===== config.mk =====
export PLATFORM = sky130hd
export DESIGN_NAME = mqtt_packet_deframer_core
export DESIGN_NICKNAME = d
export VERILOG_FILES = /design/src/design/mqttd_pkg.sv /design/src/design/mqtt_packet_deframer_core.sv
export SDC_FILE = /design/constraint.sdc
export NUM_CORES = 1
export LEC_CHECK = 0
export BUFFER_PORTS_ARGS = -buffer_cell sky130_fd_sc_hd__buf_2
export CAP_MARGIN = 20
export CELL_PAD_IN_SITES_DETAIL_PLACEMENT = 1
export CELL_PAD_IN_SITES_GLOBAL_PLACEMENT = 2
export CORE_MARGIN = 2
export CORE_UTILIZATION = 37
export CTS_CLUSTER_DIAMETER = 30
export DETAILED_ROUTE_END_ITERATION = 10
export GPL_TIMING_DRIVEN = 0
export HOLD_SLACK_MARGIN = 0.03
export PLACE_DENSITY = 0.92
export SYNTH_ARGS = -nofsm -noshare
export SYNTH_HDL_FRONTEND = slang
export SYNTH_SLANG_ARGS = --single-unit
export TNS_END_PERCENT = 100

===== constraint.sdc =====
create_clock -name clk_i -period 5.3 [get_ports clk_i]
set_input_delay 0.265 -clock clk_i [delete_from_list [all_inputs] [get_ports clk_i]]
set_output_delay 0.265 -clock clk_i [all_outputs]
set_load 0.005 [all_outputs]

===== src/design/mqttd_pkg.sv =====
package mqttd_pkg;

  // Byte roles reported on tuser
  localparam logic [3:0] ROLE_HEADER    = 4'd0;
  localparam logic [3:0] ROLE_LEN_DIGIT = 4'd1;
  localparam logic [3:0] ROLE_TOPIC_LEN = 4'd2;
  localparam logic [3:0] ROLE_TOPIC     = 4'd3;
  localparam logic [3:0] ROLE_PKT_ID    = 4'd4;
  localparam logic [3:0] ROLE_PAYLOAD   = 4'd5;
  localparam logic [3:0] ROLE_ACK_FLAGS = 4'd6;
  localparam logic [3:0] ROLE_RET_CODE  = 4'd7;
  localparam logic [3:0] ROLE_OTHER     = 4'd8;

  // Error codes
  localparam logic [2:0] ERR_NONE         = 3'd0;
  localparam logic [2:0] ERR_RESERVED     = 3'd1;
  localparam logic [2:0] ERR_LEN_DIGITS   = 3'd2;
  localparam logic [2:0] ERR_PUBACK_LEN   = 3'd3;
  localparam logic [2:0] ERR_PUBLISH_LEN  = 3'd4;
  localparam logic [2:0] ERR_CONN_REFUSED = 3'd5;

  // Control packet types
  localparam logic [3:0] TYPE_RESERVED = 4'd0;
  localparam logic [3:0] TYPE_CONNACK  = 4'd2;
  localparam logic [3:0] TYPE_PUBLISH  = 4'd3;
  localparam logic [3:0] TYPE_PUBACK   = 4'd4;

  // Header masks and length digit fields
  localparam logic [7:0] HDR_TYPE_MASK = 8'hF0;
  localparam logic [7:0] HDR_QOS_MASK  = 8'h06;
  localparam logic [7:0] DIGIT_MASK    = 8'd127;
  localparam logic [7:0] DIGIT_CONT    = 8'd128;

  // Width of the packed output tdata
  localparam int unsigned OUT_TDATA_W = 64;

endpackage


===== src/design/mqtt_packet_deframer_core.sv =====
// MQTT fixed header deframer.
// Slave stream (s_axis_*): one received byte of the MQTT stream per beat.
// Master stream (m_axis_*): one result beat per input byte; the byte passes
// through with its role on tuser, packet type, QoS, decoded remaining length,
// packet id and error code in tdata, and tlast set on the last byte of a packet.
// A result shows on m_axis_tvalid in the cycle after its byte is taken.
// Throughput: one byte per cycle while results are taken; the parse step is a
// single phase update between the input handshake and the result register.
// The input is taken whenever the result register is empty or is being drained
// in the same cycle, so a stalled receiver holds the result and stops the
// input only while the result stays untaken.
// Reset clears the parser to wait for a header byte and empties the result
// register; the output stays invalid until the first byte arrives.
// Bad packets are flagged on the byte that shows the fault and the rest of
// their body is passed as other body until the length runs out.
module mqtt_packet_deframer_core #(
  parameter int unsigned MAX_LENGTH_DIGITS = 4
) (
  input  logic                                    clk_i,
  input  logic                                    rst_ni,
  input  logic                                    s_axis_tvalid,
  output logic                                    s_axis_tready,
  // rx_byte[7:0]
  input  logic [7:0]                              s_axis_tdata,
  output logic                                    m_axis_tvalid,
  input  logic                                    m_axis_tready,
  // data_byte[7:0], packet_type[11:8], qos_level[13:12],
  // remaining_length[41:14], message_id[57:42], error_code[60:58], zero[63:61]
  output logic [mqttd_pkg::OUT_TDATA_W-1:0]       m_axis_tdata,
  // byte_role[3:0]
  output logic [3:0]                              m_axis_tuser,
  // end_of_packet
  output logic                                    m_axis_tlast
);
  import mqttd_pkg::*;

  // Parser phases
  localparam logic [3:0] PH_HEADER    = 4'd0;
  localparam logic [3:0] PH_LENGTH    = 4'd1;
  localparam logic [3:0] PH_TLEN_HI   = 4'd2;
  localparam logic [3:0] PH_TLEN_LO   = 4'd3;
  localparam logic [3:0] PH_TOPIC     = 4'd4;
  localparam logic [3:0] PH_ID_HI     = 4'd5;
  localparam logic [3:0] PH_ID_LO     = 4'd6;
  localparam logic [3:0] PH_PAYLOAD   = 4'd7;
  localparam logic [3:0] PH_ACK_FLAGS = 4'd8;
  localparam logic [3:0] PH_RET_CODE  = 4'd9;
  localparam logic [3:0] PH_OTHER     = 4'd10;
  localparam logic [3:0] PH_SKIP      = 4'd11;

  localparam logic [2:0] MaxDigits = 3'(MAX_LENGTH_DIGITS);

  logic [3:0]  phase_q, phase_d;
  logic [3:0]  type_q, type_d;
  logic [1:0]  qos_q, qos_d;
  logic [27:0] len_acc_q, len_acc_d;
  logic [2:0]  digit_cnt_q, digit_cnt_d;
  logic [27:0] bytes_left_q, bytes_left_d;
  logic [15:0] topic_left_q, topic_left_d;
  logic [15:0] id_acc_q, id_acc_d;

  logic        out_valid_q;
  logic [OUT_TDATA_W-1:0] out_data_q;
  logic [3:0]  out_role_q;
  logic        out_last_q;

  logic        in_beat;
  logic [3:0]  role;
  logic [2:0]  err;
  logic        eop;
  logic [27:0] digit_shifted;
  logic [16:0] need;
  logic        last_body;
  logic        bad;

  // Accept while the result register is empty or draining
  assign s_axis_tready = !out_valid_q || m_axis_tready;
  assign in_beat       = s_axis_tvalid && s_axis_tready;

  // Place the current digit at its base-128 position
  always_comb begin
    case (digit_cnt_q[1:0])
      2'd0:    digit_shifted = {21'd0, s_axis_tdata[6:0]};
      2'd1:    digit_shifted = {14'd0, s_axis_tdata[6:0], 7'd0};
      2'd2:    digit_shifted = {7'd0, s_axis_tdata[6:0], 14'd0};
      default: digit_shifted = {s_axis_tdata[6:0], 21'd0};
    endcase
  end

  // One parse step for the incoming byte
  always_comb begin
    phase_d      = phase_q;
    type_d       = type_q;
    qos_d        = qos_q;
    len_acc_d    = len_acc_q;
    digit_cnt_d  = digit_cnt_q;
    bytes_left_d = bytes_left_q;
    topic_left_d = topic_left_q;
    id_acc_d     = id_acc_q;
    role         = ROLE_OTHER;
    err          = ERR_NONE;
    eop          = 1'b0;
    need         = '0;
    bad          = 1'b0;
    last_body    = (bytes_left_q <= 28'd1);

    if (phase_q == PH_HEADER || phase_q > PH_SKIP) begin
      type_d       = 4'((s_axis_tdata & HDR_TYPE_MASK) >> 4);
      qos_d        = 2'((s_axis_tdata & HDR_QOS_MASK) >> 1);
      len_acc_d    = '0;
      digit_cnt_d  = '0;
      bytes_left_d = '0;
      topic_left_d = '0;
      id_acc_d     = '0;
      role         = ROLE_HEADER;
      if (type_d == TYPE_RESERVED) begin
        err = ERR_RESERVED;
      end
      phase_d = PH_LENGTH;
    end else if (phase_q == PH_LENGTH) begin
      role = ROLE_LEN_DIGIT;
      if (digit_cnt_q < 3'd4) begin
        len_acc_d = len_acc_q | digit_shifted;
      end
      digit_cnt_d = digit_cnt_q + 3'd1;
      if ((s_axis_tdata & DIGIT_CONT) != 8'd0) begin
        if (digit_cnt_d >= MaxDigits) begin
          err     = ERR_LEN_DIGITS;
          eop     = 1'b1;
          phase_d = PH_HEADER;
        end
      end else begin
        bytes_left_d = len_acc_d;
        if (type_q == TYPE_RESERVED) begin
          bad = 1'b1;
        end else if (type_q == TYPE_PUBACK && len_acc_d != 28'd2) begin
          err = ERR_PUBACK_LEN;
          bad = 1'b1;
        end else if (type_q == TYPE_PUBLISH && len_acc_d < 28'd2) begin
          err = ERR_PUBLISH_LEN;
          bad = 1'b1;
        end
        if (len_acc_d == 28'd0) begin
          eop     = 1'b1;
          phase_d = PH_HEADER;
        end else if (bad) begin
          phase_d = PH_SKIP;
        end else if (type_q == TYPE_PUBLISH) begin
          phase_d = PH_TLEN_HI;
        end else if (type_q == TYPE_CONNACK) begin
          phase_d = PH_ACK_FLAGS;
        end else begin
          phase_d = PH_OTHER;
        end
      end
    end else begin
      // Body byte: count down the remaining length
      bytes_left_d = last_body ? 28'd0 : bytes_left_q - 28'd1;
      unique case (phase_q)
        PH_TLEN_HI: begin
          role         = ROLE_TOPIC_LEN;
          topic_left_d = {s_axis_tdata, 8'd0};
          phase_d      = PH_TLEN_LO;
        end
        PH_TLEN_LO: begin
          role         = ROLE_TOPIC_LEN;
          topic_left_d = topic_left_q | {8'd0, s_axis_tdata};
          need         = {1'b0, topic_left_d} + ((qos_q != 2'd0) ? 17'd2 : 17'd0);
          if ({11'd0, need} > bytes_left_d) begin
            err     = ERR_PUBLISH_LEN;
            phase_d = PH_SKIP;
          end else if (topic_left_d != 16'd0) begin
            phase_d = PH_TOPIC;
          end else begin
            phase_d = (qos_q != 2'd0) ? PH_ID_HI : PH_PAYLOAD;
          end
        end
        PH_TOPIC: begin
          role = ROLE_TOPIC;
          if (topic_left_q != 16'd0) begin
            topic_left_d = topic_left_q - 16'd1;
          end
          if (topic_left_d == 16'd0) begin
            phase_d = (qos_q != 2'd0) ? PH_ID_HI : PH_PAYLOAD;
          end
        end
        PH_ID_HI: begin
          role     = ROLE_PKT_ID;
          id_acc_d = {s_axis_tdata, 8'd0};
          phase_d  = PH_ID_LO;
        end
        PH_ID_LO: begin
          role     = ROLE_PKT_ID;
          id_acc_d = id_acc_q | {8'd0, s_axis_tdata};
          phase_d  = PH_PAYLOAD;
        end
        PH_PAYLOAD: begin
          role = ROLE_PAYLOAD;
        end
        PH_ACK_FLAGS: begin
          role    = ROLE_ACK_FLAGS;
          phase_d = PH_RET_CODE;
        end
        PH_RET_CODE: begin
          role = ROLE_RET_CODE;
          if (s_axis_tdata != 8'd0) begin
            err = ERR_CONN_REFUSED;
          end
          phase_d = PH_OTHER;
        end
        default: begin
          role = ROLE_OTHER;
        end
      endcase
      if (last_body) begin
        eop     = 1'b1;
        phase_d = PH_HEADER;
      end
    end
  end

  // Advance the parser state on each input beat
  always_ff @(posedge clk_i or negedge rst_ni) begin
    if (!rst_ni) begin
      phase_q      <= PH_HEADER;
      type_q       <= '0;
      qos_q        <= '0;
      len_acc_q    <= '0;
      digit_cnt_q  <= '0;
      bytes_left_q <= '0;
      topic_left_q <= '0;
      id_acc_q     <= '0;
    end else if (in_beat) begin
      phase_q      <= phase_d;
      type_q       <= type_d;
      qos_q        <= qos_d;
      len_acc_q    <= len_acc_d;
      digit_cnt_q  <= digit_cnt_d;
      bytes_left_q <= bytes_left_d;
      topic_left_q <= topic_left_d;
      id_acc_q     <= id_acc_d;
    end
  end

  // Hold the result valid until the receiver takes it
  always_ff @(posedge clk_i or negedge rst_ni) begin
    if (!rst_ni) begin
      out_valid_q <= 1'b0;
    end else if (in_beat) begin
      out_valid_q <= 1'b1;
    end else if (m_axis_tready) begin
      out_valid_q <= 1'b0;
    end
  end

  // Load the result payload on each input beat
  always_ff @(posedge clk_i) begin
    if (in_beat) begin
      out_data_q <= {3'd0, err, id_acc_d, len_acc_d, qos_d, type_d, s_axis_tdata};
      out_role_q <= role;
      out_last_q <= eop;
    end
  end

  assign m_axis_tvalid = out_valid_q;
  assign m_axis_tdata  = out_data_q;
  assign m_axis_tuser  = out_role_q;
  assign m_axis_tlast  = out_last_q;

endmodule


==> results.py, run 1 <==
metrics = {
    "cts": {
        "cts-root-to-sink-buffers": 2,
        "clockRootBuffer": "clkbuf_16",
        "clkLatencyLatePin_ps": 440,
        "post-cts-setup-buffer-count": 0,
        "cts_tree": "done",
        "cts_htree_levels": 4,
        "path_clk_slew_ps": 80,
        "clock_sinks": 168,
        "cts_inserted_buffers": 17,
        "cts_resized": 0,
    },
    "power": {
        "ir_drop_v": 0.000205,
        "p_int_w": 0.00363,
        "total_leakage_power_nw": 4.71,
        "total_power_w": 0.00678,
        "combinationalPowerShare_pct": 50.2,
        "pwr-share-seq_pct": 31.7,
        "power.switching_fraction_pct": 46.5,
        "share_of_power_burned_in_the_clock_network_pct": 18.0,
        "power_per_unit_of_standard_cell_area_nw_per_um2": 603,
        "netSwitchingPower_w": 0.00315,
    },
    "worst_setup_path": {
        "critical_path.max_fanout": 10,
        "rr_startpoint": "bytes_left_q[18]",
        "critical_path.most_common_cell": "clkbuf_1",
        "startpoint_type": "flip-flop",
        "cp_data_arrival_time_ps": 4880,
        "timing.critical_path.max_delay_family": "simple AND/OR/NAND/NOR gates",
        "worstPathCellList": "clkbuf_1 > nor4_2 > nand4_1 > or3_1 > clkbuf_1 > clkbuf_1 > buf_1 > nand2_1 > ha_1 > a21oi_1 > o21ai_0 > a2111oi_0 > o211ai_1 > nand3_1 > a211o_1 > o311ai_0",
        "path_buf_inv": 4,
        "worst_setup_path_end_kind": "flip-flop",
        "cp_slowest_stage_delay_ps": 510,
        "cpMaxStageDelayCell": "nor4_2",
        "critical_path_required_ps": 5430,
        "crit_path_start": "bytes_left_q[18]",
        "crit_path_kind": "reg2reg",
    },
    "sta": {
        "fin_ws_ps": 549,
        "final-max-slew-violation-count": 0,
        "timing.final.setup_violations": 0,
        "transition_time_of_the_tightest_slew_check_pin_ps": 1100,
        "timing.fmax_mhz": 210,
        "timing.hold.ws_ps": 55.7,
        "setup_total_neg_slack_ps": 0,
        "grt_setup_unrepaired": "no",
        "hold_violations": 0,
        "clock_skew_ps": 11.8,
        "relSlewSlack_pct": 26.2,
        "timing.final.crit_share_pct": 89.6,
        "fin_crit_ps": 4750,
    },
    "routing": {
        "detail-route-antenna-nets": 0,
        "detail_route.wirelength_um": 34600,
        "vias_per_cell": 5.92,
        "post-route-drc-count": 0,
        "drtPass1Iterations": 5,
        "via_count": 9258,
        "first_iter_violations": 728,
        "avgRoutedWirePerCell_um": 22.1,
    },
    "global_route": {
        "first_global_vias": 9601,
        "gr_overflow_total": 0,
        "grt_first_pass_wirelength_um": 55300,
        "pin_count_of_the_biggest_net_entering_global_routing": 59,
        "antenna_found_initial": 2,
        "grtUsageTotal_pct": 25.3,
    },
    "yosys": {
        "synthDominantCellAreaShare_pct": 26.2,
        "number_of_enable_type_register_cells_in_the_synthesized_netlist": 66,
        "ys_warn_count": 0,
        "yosys.cell_types.count": 69,
        "ys.flop_type": "dfrtp_1",
        "synth.top_cells.by_area": "dfrtp_1 (26%), edfxtp_1 (20%), nand2_1 (7.8%)",
        "ys_ff_latch": 168,
        "ys_seq_area_share_pct": 46.6,
        "synth.largest_area_cell": "dfrtp_1",
        "syn_area_um2": 9740,
        "postSynthCellCount": 1108,
        "average_cell_area_after_synthesis_um2": 8.79,
        "async_set_or_reset_register_ratio_after_synthesis_pct": 60.7,
    },
    "place": {
        "placed_cells_incl_taps": 1527,
        "dpl.hpwl_um": 25300,
        "dp_slack_ps": 498,
        "port_buffers": 79,
        "placer_congestion_estimate": 0.927,
    },
    "worst_hold_path": {
        "hp-start": "s_axis_tvalid",
        "class_of_the_tightest_hold_or_removal_check": "in2reg",
    },
    "die": {
        "die_height_um": 166,
        "die_area_um2": 27600,
        "design.portCount": 83,
        "die_width_um": 166,
        "start_util_pct": 37.5,
        "std_cell_rows": 59,
        "coreArea_um2": 26000,
    },
    "finish": {
        "area_taken_by_multi_input_logic_gates_um2": 4820,
        "final_layout_size_suffix_gt1_share_pct": 11.3,
        "final_common_cell": "nand2_1",
        "syn_to_final_growth_pct": 15.3,
        "commonest_cells_after_routing_fill_and_taps_aside": "nand2_1 (203), dfrtp_1 (102), nor2_1 (101)",
        "final-seq-area_um2": 4530,
        "final.fill_count": 3132,
        "stdcell_count": 1565,
        "layout.nets": 1256,
    },
    "status": {
        "outcome": "complete, no violations",
    },
    "job": {
        "max_cap_violations": 0,
    },
}
==> through the flow <==
stage / cell area, µm² / utilization, %
global route: 11200 / 43.2
CTS: 11200 / 43.2
floorplan: 9750 / -
detailed placement: 10600 / 40.9
finish: 11200 / 43.2
global placement: 10600 / 40.6
==> final timing paths <==
| check | depth (start not counted) | end | slack, ps |
|---|---|---|---|
| min in group asynchronous | 2 | topic_left_q[11] | 330 |
| hold / removal | 2 | m_axis_tvalid | 60 |
| setup / recovery | 16 | m_axis_tdata[60] | 550 |
| setup reg to reg | 16 | m_axis_tdata[60] | 550 |
| hold reg to reg | 2 | id_acc_q[9] | 490 |
| max in group asynchronous | 3 | digit_cnt_q[1] | 4270 |
==> what timing repair did <==
action,CTS,global route
endpoints found under the hold margin,48,0
endpoints found under the setup margin,0,0
hold buffers,5,0
==> logic make-up after synthesis <==
group	synth area share, %
adders and majority gates	3.60
DFF	46.6
and+or+nand+nor	22.0
buffers and inverters	3.99
muxes	1.14
AOI/OAI and AO/OA	19.9
xor gates and xnor gates	2.79
other	0.0385
==> power by group through the flow <==
stage	Sequential, W	Combinational, W	Clock (W)
2_1_floorplan	0.00208	0.00234	0
3_3_place_gp	0.00214	0.00322	0
3_5_place_dp	0.00216	0.00334	0
4_1_cts	0.00214	0.00337	0.00123
5_1_grt	0.00221	0.00381	0.00128
6_report	0.00215	0.00341	0.00122
==> Yosys cell counts (all sizes together) (15+ instances only) <==
master and instances:
nand2 203, dfrtp 102, nor2 101, o21ai 89, a21oi 86, edfxtp 66, clkbuf 64, ha 28
nor3 28, xnor2 22, nand3 21, inv 20, nor4 18, buf 15
==> flip-flops by register name, indices dropped and copies added, names as in the netlist <==
name           cells
m_axis_tdata      61
m_axis_tvalid      1
type_q             4
len_acc_q         28
digit_cnt_q        3
bytes_left_q      28
m_axis_tlast       1
phase_q            4
id_acc_q          16
m_axis_tuser       4
topic_left_q      16
qos_q              2
==> metal layers <==
| layer | up-vias | part of all wire [%] | global-route usage (%) | routed length (µm) |
|---|---|---|---|---|
| met5 | - | 0.032 | 0 | 11 |
| met4 | 2 | 2.6 | 7.95 | 886 |
| met3 | 56 | 5.6 | 4.29 | 1920 |
| met2 | 298 | 48 | 42.3 | 16600 |
| met1 | 4675 | 44 | 33.5 | 15200 |
| li1 | 4227 | - | - | - |
==> final cells by class <==
class	instances	share of cell area (%)
Antenna cell	1	0.0223
Buffer	79	2.80
Inverter	21	0.702
Clock buffer	19	3.86
Timing Repair Buffer	87	4.56
Multi-Input combinational cell	842	43.0
Sequential cell	168	40.4
Clock inverter	13	0.992
Tap cell	335	3.73
Power figures use the tool's default switching activity.
==> run 2: changes to the inputs <==
--- a/config.mk
+++ b/config.mk
@@ -15,7 +15,8 @@
 export DETAILED_ROUTE_END_ITERATION = 10
 export GPL_TIMING_DRIVEN = 0
 export HOLD_SLACK_MARGIN = 0.03
-export PLACE_DENSITY = 0.92
+export PLACE_DENSITY_LB_ADDON = 0.1
+export SETUP_SLACK_MARGIN = 0.2
 export SYNTH_ARGS = -nofsm -noshare
 export SYNTH_HDL_FRONTEND = slang
 export SYNTH_SLANG_ARGS = --single-unit
==> results.py, run 2 (same netlist as run 1, synthesis figures left out) <==
metrics = {
    "status": {
        "outcome": "complete, no violations",
    },
    "finish": {
        "syn_to_final_growth_pct": 16.1,
        "final.fill_count": 3113,
        "commonest_cells_after_routing_fill_and_taps_aside": "nand2_1 (203), dfrtp_1 (102), nor2_1 (101)",
        "final_common_cell": "nand2_1",
        "layout.nets": 1258,
        "final-seq-area_um2": 4530,
        "final_core_util_pct": 43.5,
        "largest_register_ffs": 61,
        "stdcell_area_um2": 11300,
        "area_taken_by_multi_input_logic_gates_um2": 4840,
        "final_layout_size_suffix_gt1_share_pct": 11.7,
        "stdcell_count": 1566,
        "num_antenna_cells": 0,
    },
    "die": {
        "coreArea_um2": 26000,
        "die_area_um2": 27600,
        "design.portCount": 83,
        "std_cell_rows": 59,
        "die_height_um": 166,
        "die_width_um": 166,
        "start_util_pct": 37.5,
    },
    "cts": {
        "post-cts-setup-buffer-count": 0,
        "cts_tree": "done",
        "cts_inserted_buffers": 17,
        "path_clk_slew_ps": 80,
        "cts-root-to-sink-buffers": 2,
        "clkLatencyLatePin_ps": 450,
        "clockRootBuffer": "clkbuf_16",
        "cts_htree_levels": 4,
        "clock_sinks": 168,
    },
    "sta": {
        "hold_violations": 0,
        "transition_time_of_the_tightest_slew_check_pin_ps": 1110,
        "clock_skew_ps": 17.0,
        "final-max-slew-violation-count": 0,
        "setup_total_neg_slack_ps": 0,
        "timing.fmax_mhz": 210,
        "timing.final.crit_share_pct": 89.7,
        "fin_crit_ps": 4750,
        "relSlewSlack_pct": 26.3,
        "timing.final.setup_violations": 0,
        "grt_setup_unrepaired": "no",
    },
    "worst_hold_path": {
        "class_of_the_tightest_hold_or_removal_check": "in2reg",
    },
    "worst_setup_path": {
        "cell_depth_of_the_worst_flop_to_flop_path": 15,
        "crit_path_start": "bytes_left_q[4]",
        "register_to_register_setup_slack_ps": 550,
        "worstPathCellList": "or4_4 > or4_1 > or3_1 > clkbuf_1 > clkbuf_2 > buf_1 > nand2_1 > ha_1 > a21oi_1 > o21ai_0 > a2111oi_0 > o211ai_1 > nand3_1 > a211o_1 > o311ai_0",
        "critical_path.max_fanout": 10,
        "critical_path_required_ps": 5430,
        "cpMaxStageDelayCell": "or4_4",
        "rr_startpoint": "bytes_left_q[4]",
        "cp_data_arrival_time_ps": 4890,
        "cp_slowest_stage_delay_ps": 560,
        "startpoint_type": "flip-flop",
        "worst_setup_path_end_kind": "flip-flop",
        "rr_endpoint": "m_axis_tdata[60]",
        "crit_path_kind": "reg2reg",
        "critPathCapture": "m_axis_tdata[60]",
    },
    "routing": {
        "drtPass1Iterations": 5,
        "post-route-drc-count": 0,
        "avgRoutedWirePerCell_um": 22.7,
        "detail-route-antenna-nets": 0,
        "vias_per_cell": 5.78,
        "first_iter_violations": 683,
        "detail_route.wirelength_um": 35600,
        "via_count": 9044,
    },
    "job": {
        "max_cap_violations": 0,
    },
    "place": {
        "dpl.hpwl_um": 26000,
        "detailed_place.area_um2": 10600,
        "placed_cells_incl_taps": 1527,
        "port_buffers": 79,
        "placer_congestion_estimate": 0.881,
    },
    "global_route": {
        "antenna_found_initial": 0,
        "first_global_vias": 9120,
        "gr_overflow_total": 0,
        "pin_count_of_the_biggest_net_entering_global_routing": 66,
        "grtUsageTotal_pct": 25.8,
        "grt_first_pass_wirelength_um": 54900,
    },
    "power": {
        "share_of_power_burned_in_the_clock_network_pct": 18.4,
        "power_per_unit_of_standard_cell_area_nw_per_um2": 606,
        "pwr-share-seq_pct": 31.6,
        "p_int_w": 0.00365,
        "total_leakage_power_nw": 4.73,
        "combinationalPowerShare_pct": 50.0,
        "ir_drop_v": 0.000197,
        "power.switching_fraction_pct": 46.7,
        "netSwitchingPower_w": 0.00320,
    },
}
==> run 2: cell count changes in the layout (fill, tap and decap cells not counted), moves of 2 or more <==
cell and change:
clkinvlp_4 +3, clkinv_4 -2, inv_8 +2, clkbuf_1 -3
inv_6 -4, clkinv_8 +4
==> run 2: per-stage QoR <==
stage / worst slack, ps / hold WS, ps / power [W]
finish: 547 / 126 / 0.00685
global route: 296 / 138 / 0.00738
CTS: 375 / 112 / 0.00684
detailed placement: 385 / 199 / 0.00554
global placement: 444 / 456 / 0.00546
floorplan: 1400 / -30.6 / 0.00442
==> run 2: critical path, delay by kind of cell, from the launching register on <==
| family | cells | cell delay (ps) |
|---|---|---|
| buf+inv | 3 | 810 |
| fa+ha+maj | 1 | 250 |
| simple gates | 5 | 1700 |
| flops | 1 | 470 |
| compound gates | 6 | 1210 |
==> run 2: cell type report <==
cell class	count	share of cell area, %
Multi-Input combinational cell	842	42.8
Sequential cell	168	40.1
Timing Repair Buffer	89	4.68
Clock buffer	17	3.76
Tap cell	335	3.71
Buffer	79	2.79
Clock inverter	15	1.44
Inverter	21	0.697
==> run 2: worst min-delay path by stage <==
stage	from	endpoint	cells past startpoint
3_5_place_dp	rst_ni	bytes_left_q[21]	1
5_1_grt	s_axis_tdata[0]	m_axis_tdata[0]	1
4_1_cts	m_axis_tready	m_axis_tvalid	3
2_1_floorplan	rst_ni	bytes_left_q[0]	0
3_3_place_gp	s_axis_tdata[7]	m_axis_tdata[7]	1
6_report	m_axis_tready	m_axis_tvalid	3
==> run 2: power by group through the flow <==
stage	clock, W	combinational [W]	sequential, W
after global routing	0.00133	0.00384	0.00222
after floorplan	0	0.00234	0.00208
after CTS	0.00129	0.00340	0.00215
after global placement	0	0.00330	0.00216
after detailed placement	0	0.00337	0.00218
final	0.00126	0.00342	0.00216
==> run 2: what timing repair did <==
action | in CTS | in global routing
gates resized for setup | 0 | 4
endpoints found under the hold margin | 42 | 0
endpoints found under the setup margin | 0 | 4
hold buffers | 6 | 0
==> run 2: layer usage <==
| layer | track usage, % | routed length (µm) | vias up |
|---|---|---|---|
| met5 | 0 | 0 | - |
| met4 | 9.03 | 1020 | 0 |
| met3 | 3.72 | 1540 | 48 |
| met2 | 42.3 | 16800 | 230 |
| met1 | 34.9 | 16200 | 4543 |
| li1 | - | - | 4223 |
==> run 3: changes to the inputs <==
--- a/config.mk
+++ b/config.mk
@@ -16,7 +16,7 @@
 export GPL_TIMING_DRIVEN = 0
 export HOLD_SLACK_MARGIN = 0.03
 export PLACE_DENSITY_LB_ADDON = 0.1
-export SETUP_SLACK_MARGIN = 0.2
+export SETUP_SLACK_MARGIN = 0.3
 export SYNTH_ARGS = -nofsm -noshare
 export SYNTH_HDL_FRONTEND = slang
 export SYNTH_SLANG_ARGS = --single-unit
==> constraint.sdc (replaced) <==
create_clock -name clk_i -period 5.3 [get_ports clk_i]
set_input_delay 1.06 -clock clk_i [delete_from_list [all_inputs] [get_ports clk_i]]
set_output_delay 1.06 -clock clk_i [all_outputs]
set_load 0.005 [all_outputs]
==> results.py, run 3 (same netlist as run 1, synthesis figures left out) <==
metrics = {
    "sta": {
        "fin_ws_ps": 580,
        "timing.fmax_mhz": 212,
        "relSlewSlack_pct": 29.0,
        "fin_crit_ps": 4720,
        "timing.final.crit_share_pct": 89.1,
        "timing.final.setup_violations": 0,
        "timing.hold.ws_ps": 481,
        "grt_setup_unrepaired": "no",
        "clock_skew_ps": 17.3,
        "hold_violations": 0,
        "transition_time_of_the_tightest_slew_check_pin_ps": 1040,
        "final-max-slew-violation-count": 0,
    },
    "cts": {
        "cts_tree": "done",
        "clockRootBuffer": "clkbuf_16",
        "cts-root-to-sink-buffers": 2,
        "clock_sinks": 168,
        "cts_htree_levels": 4,
        "path_clk_slew_ps": 70,
        "cts_hold_buf": 0,
        "cts_inserted_buffers": 17,
        "clkLatencyLatePin_ps": 450,
    },
    "worst_hold_path": {
        "hp-start": "id_acc_q[9]",
        "hold-path-cell-count": 2,
        "class_of_the_tightest_hold_or_removal_check": "reg2reg",
        "min_delay_worst_endpoint": "id_acc_q[9]",
    },
    "global_route": {
        "grtUsageTotal_pct": 25.7,
        "pin_count_of_the_biggest_net_entering_global_routing": 66,
        "grt_first_pass_wirelength_um": 54800,
        "first_global_vias": 9092,
        "gr_overflow_total": 0,
        "antenna_found_initial": 0,
    },
    "routing": {
        "first_iter_violations": 754,
        "post-route-drc-count": 0,
        "vias_per_cell": 5.77,
        "drtPass1Iterations": 5,
        "avgRoutedWirePerCell_um": 22.7,
        "via_count": 9008,
        "detail-route-antenna-nets": 0,
        "detail_route.wirelength_um": 35500,
    },
    "place": {
        "port_buffers": 79,
        "placer_congestion_estimate": 0.881,
        "detailed_place.area_um2": 10600,
        "placed_cells_incl_taps": 1527,
        "dp_slack_ps": 30.9,
        "dpl.hpwl_um": 26000,
    },
    "die": {
        "die_width_um": 166,
        "start_util_pct": 37.5,
        "std_cell_rows": 59,
        "die_height_um": 166,
        "coreArea_um2": 26000,
        "design.portCount": 83,
        "die_area_um2": 27600,
    },
    "finish": {
        "final_common_cell": "nand2_1",
        "final.fill_count": 3117,
        "area_taken_by_multi_input_logic_gates_um2": 4840,
        "stdcell_count": 1560,
        "stdcell_area_um2": 11200,
        "num_antenna_cells": 0,
        "final_core_util_pct": 43.3,
        "largest_register_ffs": 61,
        "layout.nets": 1252,
        "final_layout_size_suffix_gt1_share_pct": 11.9,
        "final-seq-area_um2": 4530,
        "syn_to_final_growth_pct": 15.5,
        "commonest_cells_after_routing_fill_and_taps_aside": "nand2_1 (203), dfrtp_1 (102), nor2_1 (101)",
    },
    "worst_setup_path": {
        "rr_startpoint": "bytes_left_q[4]",
        "cell_depth_of_the_worst_flop_to_flop_path": 15,
        "startpoint_type": "flip-flop",
        "register_to_register_setup_slack_ps": 580,
        "rr_endpoint": "m_axis_tdata[60]",
        "critical_path.max_fanout": 10,
        "cp_data_arrival_time_ps": 4850,
        "critical_path_required_ps": 5430,
        "worst_setup_path_end_kind": "flip-flop",
        "crit_path_kind": "reg2reg",
    },
    "power": {
        "ir_drop_v": 0.000197,
        "total_leakage_power_nw": 4.71,
        "power_per_unit_of_standard_cell_area_nw_per_um2": 608,
    },
    "status": {
        "outcome": "complete, no violations",
    },
    "job": {
        "max_cap_violations": 0,
    },
}
-- run 3: what timing repair did --
action | CTS | global route
endpoints found under the setup margin | 0 | 4
gates resized for setup | 0 | 7
setup buffers | 0 | 0
hold endpoints to repair | 0 | 0
-- run 3: per-layer routing --
layer	up-vias	track usage, %	part of all wire [%]
li1	4212	-	-
met3	47	3.77	4.9
met1	4526	34.9	45
met4	0	9.03	2.9
met2	223	42.1	47
met5	-	0	0
-- run 3: metrics by stage --
step | TNS (ps) | total power (W)
after CTS | 0 | 0.00684
after floorplan | 0 | 0.00442
after global placement | -6050 | 0.00546
final | 0 | 0.00684
after global routing | 0 | 0.00738
after detailed placement | 0 | 0.00554
-- run 3: worst max-delay path by stage --
stage	end	from	cells past startpoint
2_1_floorplan	phase_q[3]	s_axis_tdata[2]	17
3_3_place_gp	m_axis_tdata[6]	m_axis_tready	6
3_5_place_dp	m_axis_tdata[60]	s_axis_tdata[2]	17
4_1_cts	m_axis_tdata[60]	bytes_left_q[4]	15
5_1_grt	m_axis_tdata[60]	bytes_left_q[4]	15
6_report	m_axis_tdata[60]	bytes_left_q[4]	15
-- run 3: power by group --
group	total, W	switching (W)	internal (W)	leakage (nW)
Clock	0.00126	0.000634	0.000629	0.274
Sequential	0.00216	0.000363	0.00180	2.00
Combinational	0.00342	0.00220	0.00122	2.44
Total	0.00684	0.00319	0.00365	4.71
-- run 3: area by class of cell --
cell class	count	share of cell area [%]
buffer	79	2.83
clock buffer	17	3.78
clock inverter	15	1.45
inverter	21	0.701
multi-input combinational	842	43.0
sequential	168	40.3
tap	335	3.73
timing repair buffer	83	4.17
-- run 3: worst max-delay path, stage by stage (launching register included) --
cell and delay [ps]:
dfrtp_1 470, or4_4 560, or4_1 530, or3_1 330, clkbuf_1 210, clkbuf_2 310, clkbuf_2 260, nand2_1 110
ha_1 250, a21oi_1 140, o21ai_0 100, a2111oi_0 380, o211ai_1 150, nand3_1 150, a211o_1 210, o311ai_0 220
